--- config.mk ---
export PLATFORM = sky130hd
export DESIGN_NAME = shared_slot_mailbox_queue_manager
export DESIGN_NICKNAME = d
export VERILOG_FILES = /design/src/hw/rtl/ssmq_pkg.sv /design/src/hw/rtl/ssmq_front.sv /design/src/hw/rtl/ssmq_back.sv /design/src/hw/rtl/shared_slot_mailbox_queue_manager.sv
export SDC_FILE = /design/constraint.sdc
export NUM_CORES = 1
export LEC_CHECK = 0
export ABC_AREA = 1
export BUFFER_PORTS_ARGS = -buffer_cell sky130_fd_sc_hd__buf_2
export CAP_MARGIN = 10
export CORE_MARGIN = 2
export CORE_UTILIZATION = 57
export DETAILED_ROUTE_END_ITERATION = 7
export PLACE_DENSITY = 0.76
export SLEW_MARGIN = 20
export SYNTH_ARGS = -nofsm -noshare
export SYNTH_HDL_FRONTEND = slang
export SYNTH_SLANG_ARGS = --single-unit
--- constraint.sdc ---
create_clock -name clk -period 5 [get_ports clk]
set_input_delay 0 -clock clk [delete_from_list [all_inputs] [get_ports clk]]
set_output_delay 0 -clock clk [all_outputs]
set_load 0.05 [all_outputs]
--- src/hw/rtl/ssmq_pkg.sv ---
`timescale 1ns / 1ps
package ssmq_pkg;
  localparam int SLOTS = 16;
  localparam int RANKS = 8;
  localparam int MAX_LENGTH = 1024;
  localparam int SLOT_W = $clog2(SLOTS);
  localparam int LINK_W = $clog2(SLOTS + 1);
  localparam int RANK_W = $clog2(RANKS);
  localparam int CNT_W = 5;
  localparam logic [LINK_W-1:0] LINK_NULL = LINK_W'(SLOTS);

  localparam logic [0:0] CFG_ACTIVE_RANKS = 1'b0;
  localparam logic [0:0] CFG_SENDER_LIMIT = 1'b1;

  typedef enum logic [2:0] {
    ST_OK        = 3'd0,
    ST_NO_SLOT   = 3'd1,
    ST_LIMIT     = 3'd2,
    ST_EMPTY     = 3'd3,
    ST_BAD_RANK  = 3'd4
  } status_t;

  typedef struct packed {
    logic        op;
    logic [2:0]  requester;
    logic [2:0]  dest;
    logic [10:0] msg_length;
  } in_item_t;

  typedef struct packed {
    logic [2:0]  status;
    logic [3:0]  slot;
    logic [2:0]  source;
    logic [10:0] length;
  } out_item_t;

  // classified request handed from front to back
  typedef struct packed {
    logic        bad;
    logic        op;
    logic [RANK_W-1:0] req;
    logic [RANK_W-1:0] dst;
    logic [10:0] len;
  } cmd_t;
endpackage

--- src/hw/rtl/ssmq_front.sv ---
`timescale 1ns / 1ps
module ssmq_front (
  input  logic              clk,
  input  logic              rst_n,
  input  logic              in_push,
  output logic              in_full,
  input  ssmq_pkg::in_item_t in_item,
  input  logic              cfg_valid,
  output logic              cfg_ready,
  input  logic [0:0]        cfg_index,
  input  logic [4:0]        cfg_data,
  output logic [4:0]        limit,
  output logic              cmd_valid,
  input  logic              cmd_take,
  output ssmq_pkg::cmd_t    cmd
);
  import ssmq_pkg::*;

  logic [3:0] active_r;
  logic [4:0] limit_r;
  cmd_t       q_r [2];
  logic [0:0] wp_r, rp_r;
  logic [1:0] cnt_r;
  cmd_t       c;
  logic       push_ok, req_ok, dst_ok;

  assign cfg_ready = 1'b1;
  assign limit = limit_r;
  assign in_full = (cnt_r == 2'd2);
  assign push_ok = in_push && !in_full;
  assign cmd_valid = (cnt_r != 2'd0);
  assign cmd = q_r[rp_r];

  always_comb begin
    req_ok = ({1'b0, in_item.requester} < active_r) && (32'(in_item.requester) < RANKS);
    dst_ok = ({1'b0, in_item.dest} < active_r) && (32'(in_item.dest) < RANKS);
    c.bad = !req_ok || (!in_item.op && !dst_ok);
    c.op  = in_item.op;
    c.req = RANK_W'(in_item.requester);
    c.dst = RANK_W'(in_item.dest);
    c.len = (in_item.msg_length > 11'(MAX_LENGTH)) ? 11'(MAX_LENGTH) : in_item.msg_length;
  end

  always_ff @(posedge clk) begin
    if (push_ok) q_r[wp_r] <= c;
    if (!rst_n) begin
      active_r <= 4'd8;
      limit_r  <= 5'd16;
      wp_r <= '0; rp_r <= '0; cnt_r <= '0;
    end else begin
      if (cfg_valid) begin
        if (cfg_index == CFG_ACTIVE_RANKS) active_r <= cfg_data[3:0];
        else limit_r <= cfg_data;
      end
      if (push_ok) wp_r <= wp_r + 1'b1;
      if (cmd_take) rp_r <= rp_r + 1'b1;
      cnt_r <= cnt_r + {1'b0, push_ok} - {1'b0, cmd_take};
    end
  end
endmodule

--- src/hw/rtl/ssmq_back.sv ---
`timescale 1ns / 1ps
module ssmq_back (
  input  logic               clk,
  input  logic               rst_n,
  input  logic               cmd_valid,
  output logic               cmd_take,
  input  ssmq_pkg::cmd_t     cmd,
  input  logic [4:0]         limit,
  output logic               out_empty,
  input  logic               out_pop,
  output ssmq_pkg::out_item_t out_item
);
  import ssmq_pkg::*;

  logic [LINK_W-1:0] nxt_r [SLOTS];
  logic [2:0]        src_r [SLOTS];
  logic [10:0]       len_r [SLOTS];
  logic [LINK_W-1:0] fh_r;
  logic [LINK_W-1:0] mh_r [RANKS];
  logic [LINK_W-1:0] mt_r [RANKS];
  logic [CNT_W-1:0]  oc_r [RANKS];
  out_item_t         res_r;
  logic              full_r;
  out_item_t         r;
  logic [SLOT_W-1:0] s, t;
  logic [RANK_W-1:0] sr;
  logic              do_send, do_recv;

  assign out_empty = !full_r;
  assign out_item = res_r;
  assign cmd_take = cmd_valid && (!full_r || out_pop);

  always_comb begin
    r = '0;
    do_send = 1'b0;
    do_recv = 1'b0;
    s = '0;
    t = SLOT_W'(mt_r[cmd.dst]);
    sr = '0;
    if (cmd.bad) r.status = ST_BAD_RANK;
    else if (!cmd.op) begin
      if (oc_r[cmd.req] >= limit) r.status = ST_LIMIT;
      else if (fh_r == LINK_NULL) r.status = ST_NO_SLOT;
      else begin
        do_send = 1'b1;
        s = SLOT_W'(fh_r);
        r.slot = 4'(s);
      end
    end else begin
      if (mh_r[cmd.req] == LINK_NULL) r.status = ST_EMPTY;
      else begin
        do_recv = 1'b1;
        s = SLOT_W'(mh_r[cmd.req]);
        sr = RANK_W'(src_r[s]);
        r.slot = 4'(s);
        r.source = src_r[s];
        r.length = len_r[s];
      end
    end
  end

  always_ff @(posedge clk) begin
    if (cmd_take) res_r <= r;
    if (!rst_n) begin
      full_r <= 1'b0;
      fh_r <= '0;
      for (int i = 0; i < SLOTS; i++) nxt_r[i] <= LINK_W'(i + 1);
      for (int i = 0; i < RANKS; i++) begin
        mh_r[i] <= LINK_NULL; mt_r[i] <= LINK_NULL; oc_r[i] <= '0;
      end
    end else begin
      if (cmd_take) full_r <= 1'b1;
      else if (out_pop) full_r <= 1'b0;
      if (cmd_take && do_send) begin
        fh_r <= nxt_r[s];
        src_r[s] <= 3'(cmd.req);
        len_r[s] <= cmd.len;
        nxt_r[s] <= LINK_NULL;
        if (mt_r[cmd.dst] != LINK_NULL) nxt_r[t] <= LINK_W'(s);
        else mh_r[cmd.dst] <= LINK_W'(s);
        mt_r[cmd.dst] <= LINK_W'(s);
        oc_r[cmd.req] <= oc_r[cmd.req] + 1'b1;
      end
      if (cmd_take && do_recv) begin
        mh_r[cmd.req] <= nxt_r[s];
        if (nxt_r[s] == LINK_NULL) mt_r[cmd.req] <= LINK_NULL;
        nxt_r[s] <= fh_r;
        fh_r <= LINK_W'(s);
        if (oc_r[sr] != '0) oc_r[sr] <= oc_r[sr] - 1'b1;
      end
    end
  end
endmodule

--- src/hw/rtl/shared_slot_mailbox_queue_manager.sv ---
`timescale 1ns / 1ps
// shared slot mailbox queue manager
// a pool of message slots shared by up to eight ranks: a free list plus a
// linked-list mailbox per destination rank.
// input channel: push/full, one request per transaction (send or receive).
// result channel: empty/pop, exactly one result per request, in order.
// config channel: cfg_valid/cfg_ready, always ready; index 0 active ranks,
// index 1 per-sender limit. write only while idle.
// the front checks ranks and clamps length into a two-entry command queue;
// the back walks the pointer tables combinationally for each command and
// registers its result into a one-entry result register.
// a request passes through the command queue, then its result is held in the result register.
// throughput: one request per cycle while results are popped every cycle;
// a stalled receiver holds the result, then the command queue fills and
// full rises after two more requests.
// reset: free list is the chain 0..15, mailboxes empty, counts zero,
// active ranks 8, limit 16; usable right after reset.
module shared_slot_mailbox_queue_manager (
  input  logic                 clk,
  input  logic                 rst_n,
  input  logic                 in_push,
  output logic                 in_full,
  input  ssmq_pkg::in_item_t   in_item,
  output logic                 out_empty,
  input  logic                 out_pop,
  output ssmq_pkg::out_item_t  out_item,
  input  logic                 cfg_valid,
  output logic                 cfg_ready,
  input  logic [0:0]           cfg_index,
  input  logic [4:0]           cfg_data
);
  import ssmq_pkg::*;

  cmd_t cmd;
  logic cmd_valid, cmd_take;
  logic [4:0] limit;

  ssmq_front u_front (
    .clk, .rst_n, .in_push, .in_full, .in_item,
    .cfg_valid, .cfg_ready, .cfg_index, .cfg_data, .limit,
    .cmd_valid, .cmd_take, .cmd
  );

  ssmq_back u_back (
    .clk, .rst_n, .cmd_valid, .cmd_take, .cmd,
    .limit,
    .out_empty, .out_pop, .out_item
  );
endmodule
==> results.yml, run 1 <==
sta:
  drv_slew: 0
  fmax_mhz: 211
  relSlewSlack_pct: 41.8
  setup_viol: 0
  hold_viol_final: 0
  finalCriticalPeriod_ps: 4750
  finalClockSkew_ps: 21.3
  post-route-period-util_pct: 95.0
  worst_pin_slew_ps: 873
  worst_slack_ps: 252
  fin_hold_ws_ps: 166
global_routing:
  grt_pass1_wl_um: 103000
  grt_max_degree: 66
  antenna_found_initial: 0
  track_usage_pct: 32.1
  first_global_vias: 17800
  grt_overflow: 0
worst_setup_path:
  worstSetupStartpointType: "flip-flop"
  reg2reg_slack_ps: 250
  worst-setup-path-type: "reg -> reg"
  cp_slowest_cell: "edfxtp_1"
  r2r_start: "u_front.q_r[1][14]$_DFFE_PP_"
  r2r_end: "u_back.mt_r[4][2]$_SDFFCE_PN0P_"
  cp_max_fo: 48
  cp-startpoint: "u_front.q_r[1][14]$_DFFE_PP_"
  crit_top_cell: "nand2_1"
  worstPathArrival_ps: 5050
  worst_setup_path_end_kind: "flip-flop"
  slowest_delay_ps: 430
  required_ps: 5310
  ff2ff_path_depth: 27
logic_synthesis:
  synthTopCellsByArea: "edfxtp_1, nand2_1, o21ai_0"
  synth_flop_cell: "edfxtp_1"
  synth-edff-count: 467
  synth_common_cells: "edfxtp_1, nand2_1, nor2_1"
  synth_top_cell_area_share_pct: 59.8
  ys_seq_area_share_pct: 62.8
  synth_most_common_cell: "edfxtp_1"
  avgSynthCellArea_um2: 10.1
  yosysUniqueCellTypes: 50
  async_reset_ff_share_pct: 0
  ys_warn_count: 0
  yosys.area.top_type: "edfxtp_1"
  syn-instance-count: 2319
  synth_nets: 2361
  ys_seq_elements: 503
  synth_area_um2: 23500
floorplan:
  dieWidth_um: 207
  num_io_pins: 53
  dieHeight_um: 207
  start_util_pct: 57.6
  die_area_um2: 42800
  row_count: 74
  coreArea_um2: 40700
power:
  ir_worst_vdd_uv: 407
  power_density_nw_per_um2: 623
  p_total_mw: 16.8
  leakagePower_nw: 9.81
finish:
  area_growth_pct: 15.0
  drive_gt1_share_pct: 15.3
  final_core_util_pct: 66.3
  fin_cells: 3033
  fin_nets: 2503
  final.fill_count: 3122
  n_antenna_cell: 0
worst_hold_path:
  min_to: "u_front.q_r[0][11]$_DFFE_PP_"
  hold_start: "in_item[11]"
  hold-path-cell-count: 2
  min-delay-path-class: "in -> reg"
routing:
  drtPass1Iterations: 5
  via_per_inst: 6.10
  drt_wl_total_um: 68000
  num_vias: 18500
  antenna_left: 0
  initialDrtViolationCount: 1914
  wl_per_cell_um: 22.4
  drc: 0
placement:
  gp_congestion: 0.970
  dp_cells: 2893
  dp_hpwl_um: 45100
  port_buffers: 51
  dp_slack_ps: -229
clocking:
  clk_path_buf_depth: 3
  htree_levels: 2
  clkTransAtPathRegs_ps: 60
  clk_latency_ps: 620
  cts.sinks: 503
  cts-root-buf: "clkbuf_16"
  cts_made_buffers: 51
  tritoncts: "built"
run:
  drv_cap: 0
status:
  status: "finished clean"
[critical path: cells and delay by family (launching register included)]
| kind | cells | cell delay (ps) |
|---|---|---|
| and+or+nand+nor | 18 | 2100 |
| AOI/OAI and AO/OA | 4 | 850 |
| buffers and inverters | 4 | 680 |
| DFF | 1 | 430 |
| adders and majority gates | 1 | 350 |
[where the power goes]
part           total [mW]  switching (mW)  internal [mW]
clock network        3.84            1.62           2.22
registers            5.31           0.125           5.19
logic                7.65            5.57           2.08
[timing repair]
action                     4_1_cts  5_1_grt
cloned                           0        0
hold buffers                    39        0
hold endpoints to repair        54        0
resized for setup                6       32
setup buffers                    1        7
setup endpoints to repair       74      160
pin swaps                        1        8
[how the worst max path moves through the flow]
stage          slack (ps)                         endpoint  cells after the start
5_1_grt               -30  u_back.oc_r[3][1]$_SDFFCE_PN0P_                     28
2_1_floorplan         180    u_back.len_r[13][0]$_DFFE_PP_                     22
3_5_place_dp         -230  u_back.mt_r[4][1]$_SDFFCE_PN0P_                     24
6_report              250  u_back.mt_r[4][2]$_SDFFCE_PN0P_                     27
3_3_place_gp         -170  u_back.mt_r[4][4]$_SDFFCE_PN1P_                     27
4_1_cts                20  u_back.mt_r[5][3]$_SDFFCE_PN0P_                     31
[state kept, by name, indices dropped and copies added (netlist names), named ones only]
register,cells
u_front.active_r,4
u_back.oc_r,40
u_back.mt_r,40
u_front.rp_r,1
u_back.src_r,48
u_back.len_r,176
u_back.out_item,21
u_back.nxt_r,80
u_front.q_r,38
u_back.full_r,1
u_back.fh_r,5
u_front.cnt_r,2
u_front.limit,5
u_front.wp_r,1
u_back.mh_r,40
[kinds of logic (layout without fill, tap and decap cells)]
| group | after synthesis | count (layout) | synth area share [%] |
|---|---|---|---|
| AND/OR/NAND/NOR | 1069 | 1069 | 20.6 |
| flip-flops | 503 | 503 | 62.8 |
| AO/OA/AOI/OAI | 416 | 416 | 10.0 |
| buffers and inverters | 312 | 494 | 5.68 |
| adder cells (fa/ha/maj) | 13 | 13 | 0.693 |
| XOR/XNOR | 5 | 5 | 0.187 |
| other | 1 | 1 | 0.0160 |
[routing by layer]
layer | track usage [%] | wire length (um) | vias up
met5 | 0 | 0 | -
met3 | 5.13 | 6140 | 203
met1 | 41.7 | 25700 | 8854
met2 | 53.4 | 33100 | 1072
met4 | 14.7 | 3070 | 0
li1 | - | - | 8385
[through the flow]
stage	instance area, um^2	setup TNS (ps)
final	27000	0
after global routing	27000	-372
after CTS	26800	0
after detailed placement	24700	-7400
after global placement	24700	-5750
after floorplan	23500	0
[final cells by class]
cell class,instances,area (um^2),area share (%)
clock inverter,25,289,1.07
tap,532,666,2.47
multi-input combinational,1504,7570,28.1
inverter,196,743,2.75
sequential,503,14700,54.6
clock buffer,68,1390,5.15
timing repair buffer,205,1580,5.86
[cells in the final DEF, fill, tap and decap left out, types with 4 or more instances in the layout]
cell type and count:
clkbuf_16 52, nand3_1 154, inv_2 21, nand3b_1 8
a31oi_1 15, nor2_2 11, nand2_1 456, o211ai_1 7
nand2_4 8, edfxtp_1 467, o21ai_1 19, a21oi_1 74
dlygate4sd3_1 39, o221ai_1 11, bufinv_16 5, nor2_4 8
nor4_1 5, inv_1 170, o21ai_2 4, clkinv_2 7
clkbuf_1 13, o22ai_1 73, clkinv_1 10, nand4_1 30
nor3_1 49, nor3_2 40, or2_2 5, buf_4 107
o21ai_0 193, buf_2 51, dfxtp_1 35, nand3_2 14
nand2_2 17, ha_1 12, nor2_1 259, buf_12 5
(Power assumes the default switching activity.)
==> run 2, diff against run 1 <==
Settings changed: CTS_CLUSTER_SIZE set to 24, SYNTH_HIERARCHICAL set to 1.
==> run 2 against run 1 <==
  * Count of clock-buffer cells in the layout fell by 6
  * Sequential share of layout area fell by 0.64 points
  * Critical path type unchanged
  * Largest power group unchanged
  * Register-to-register slack got worse by 90 ps
  * Critical endpoint is now u_back/oc_r[7][0]$_SDFFCE_PN0P_
==> results.yml, run 2 <==
finish:
  drive_gt1_share_pct: 18.2
  reg_top3: "u_back/len_r (176), u_back/nxt_r (80), u_back/src_r (48)"
  final_core_util_pct: 66.9
  largest_reg_flops: 176
  final_cell_mix: "edfxtp_1, nand2_1, nor2_1, inv_1, o21ai_0"
  mostFrequentLayoutCell: "edfxtp_1"
  regMostFlops: "u_back/len_r"
  n_antenna_cell: 0
  fin_nets: 2434
  area_growth_pct: 15.6
routing:
  initialDrtViolationCount: 2242
  drc: 0
  via_per_inst: 6.19
  wl_per_cell_um: 22.4
  wl_met1_um: 25100
  routed-wl-met3_um: 6750
  num_vias: 18400
  antenna_left: 0
  top_layer_used: "met4"
  route.met2.wl_um: 31500
  drt_wl_total_um: 66400
  drtPass1Iterations: 6
worst_hold_path:
  min-delay-path-class: "in -> reg"
  hold-path-cell-count: 2
worst_setup_path:
  required_ps: 5230
  path_depth: 24
  worst_setup_path_end_kind: "flip-flop"
  path_cells: "mux2_4 -> inv_4 -> buf_6 -> nand2_1 -> nand3_1 -> nand3_2 -> nand2_8 -> buf_4 -> inv_2 -> o21ai_0 -> o21ai_0 -> nand2_1 -> nand3_1 -> nand3_2 -> inv_2 -> nand3_1 -> nand2_1 -> ha_1 -> nand3_2 -> nand2_2 -> buf_4 -> nand3_2 -> nand3_2 -> o21ai_0"
  worstSetupStartpointType: "flip-flop"
  slowest_delay_ps: 660
  worst-setup-path-type: "reg -> reg"
  ff2ff_path_depth: 24
  cp_max_fo: 20
  cp_top_family: "simple AND/OR/NAND/NOR gates"
  cp_slowest_cell: "o21ai_0"
  crit_top_cell: "nand3_2"
  crit_buf_inv: 6
  worstPathArrival_ps: 5070
floorplan:
  row_count: 74
  dieHeight_um: 208
  dieWidth_um: 208
  num_io_pins: 53
  die_area_um2: 43100
  start_util_pct: 57.8
  coreArea_um2: 40800
clocking:
  tritoncts: "built"
  clk_latency_ps: 610
  clkTransAtPathRegs_ps: 60
  cts-root-buf: "clkbuf_16"
  cts_made_buffers: 51
  clk_path_buf_depth: 3
  cts.sinks: 503
  htree_levels: 2
logic_synthesis:
  syn-instance-count: 2247
  async_reset_ff_share_pct: 0
  synthTopCellsByArea: "edfxtp_1, nand2_1, nor2_1"
  avgSynthCellArea_um2: 10.5
  synth_flop_cell: "edfxtp_1"
  ys_seq_area_share_pct: 62.4
  yosysUniqueCellTypes: 55
  synth_area_um2: 23600
  yosys.area.top_type: "edfxtp_1"
  synth_most_common_cell: "edfxtp_1"
  synth_common_cells: "edfxtp_1, nand2_1, nor2_1"
  synth_top_cell_area_share_pct: 59.4
  synth_nets: 2289
  synth-edff-count: 467
  ys_seq_elements: 503
  ys_warn_count: 6
sta:
  post-route-period-util_pct: 96.8
  setup_tns_ps: 0
  finalClockSkew_ps: 16.7
  drv_slew: 0
  finalCriticalPeriod_ps: 4840
  worst_pin_slew_ps: 1190
  setup_viol: 0
  fmax_mhz: 207
  rsz0062_at_grt: "yes"
  relSlewSlack_pct: 19.8
  hold_viol_final: 0
power:
  ir_worst_vdd_uv: 549
  power_density_nw_per_um2: 593
  leakagePower_nw: 9.73
global_routing:
  grt_overflow: 0
  grt_max_degree: 89
  first_global_vias: 17500
  antenna_found_initial: 0
  grt_pass1_wl_um: 101000
  track_usage_pct: 30.4
placement:
  dp_hpwl_um: 42900
  gp_congestion: 1.03
  port_buffers: 51
status:
  status: "finished clean"
run:
  drv_cap: 0
[run 2: changes by cell type in the layout (fill, tap and decap cells not counted), sizes merged, moves of 6 or more]
cell | before | now
o22ai | 73 | 79
nor2 | 279 | 321
clkinv | 19 | 25
nand4 | 31 | 37
a22oi | 1 | 16
buf | 166 | 178
mux2 | 0 | 19
nor3 | 89 | 100
nand2 | 482 | 341
a31oi | 15 | 6
o21ai | 219 | 183
o221ai | 11 | 0
a211oi | 2 | 23
a2111oi | 0 | 11
[run 2: power by group]
part	internal, mW	switching [mW]	leakage, nW
registers	5.14	0.120	4.61
logic	2.07	5.02	4.30
clock network	2.22	1.64	0.820
[run 2: area by class of cell]
cell class                      instances  area [um^2]
Timing Repair Buffer                  214         1700
Clock buffer                           62         1330
Tap cell                              532          666
Sequential cell                       503        14700
Multi-Input combinational cell       1429         7770
Inverter                              193          731
Fill cell                            2934        13500
Clock inverter                         33          365
[run 2: repair_timing]
| action | in CTS | in global routing |
|---|---|---|
| cloned | 0 | 1 |
| setup endpoints to repair | 3 | 281 |
| buffers inserted | 0 | 15 |
| resized for setup | 1 | 37 |
| pin swaps | 0 | 7 |
| hold buffers | 35 | 0 |
| endpoints found under the hold margin | 50 | 0 |
[run 2: cell families (layout without fill, tap and decap cells)]
| group | after synthesis | in the layout | share of synthesized area [%] |
|---|---|---|---|
| AOI/OAI and AO/OA | 407 | 407 | 10.1 |
| xor gates and xnor gates | 5 | 5 | 0.185 |
| adders and majority gates | 13 | 13 | 0.689 |
| buffers and inverters | 315 | 502 | 5.84 |
| DFF | 503 | 503 | 62.4 |
| muxes | 19 | 19 | 1.06 |
| other | 1 | 1 | 0.0159 |
| and+or+nand+nor | 984 | 984 | 19.7 |
[run 2: final timing paths]
kind                                    start  slack [ps]                               end
min reg2reg  u_back/nxt_r[14][4]$_SDFFE_PP0P_         470  u_back/nxt_r[14][4]$_SDFFE_PP0P_
max                                 flip-flop         160   u_back/oc_r[7][0]$_SDFFCE_PN0P_
max reg2reg                         flip-flop         160   u_back/oc_r[7][0]$_SDFFCE_PN0P_
min                               in_item[10]         170      u_front/q_r[0][10]$_DFFE_PP_
[run 2: metal layers]
layer / up-vias / track usage, %
li1: 8250 / -
met2: 1093 / 49.3
met5: - / 0
met1: 8798 / 40.4
met3: 229 / 5.98
met4: 0 / 12.6
[run 2: through the flow]
step | hold WS (ps) | worst slack, ps | power [mW] | instance area, um^2 | std cells
floorplan | 98.9 | -111 | 9.93 | 23700 | 2247
global placement | 205 | 218 | 11.9 | 25000 | 2820
global route | 177 | -104 | 16.9 | 27300 | 2966
CTS | 137 | 50.2 | 15.9 | 27000 | 2950
finish | 171 | 160 | 16.2 | 27300 | 2966
detailed placement | 207 | 23.5 | 12.0 | 25000 | 2820
[run 2: worst register-to-register path: stages, from the launching register on]
cell and delay, ps:
dfxtp_2 350, mux2_4 340, inv_4 170, buf_6 220
nand2_1 80, nand3_1 90, nand3_2 170, nand2_8 200
buf_4 170, inv_2 80, o21ai_0 240, o21ai_0 160
nand2_1 90, nand3_1 130, nand3_2 160, inv_2 80
nand3_1 80, nand2_1 70, ha_1 240, nand3_2 120
nand2_2 130, buf_4 200, nand3_2 60, nand3_2 150
o21ai_0 660
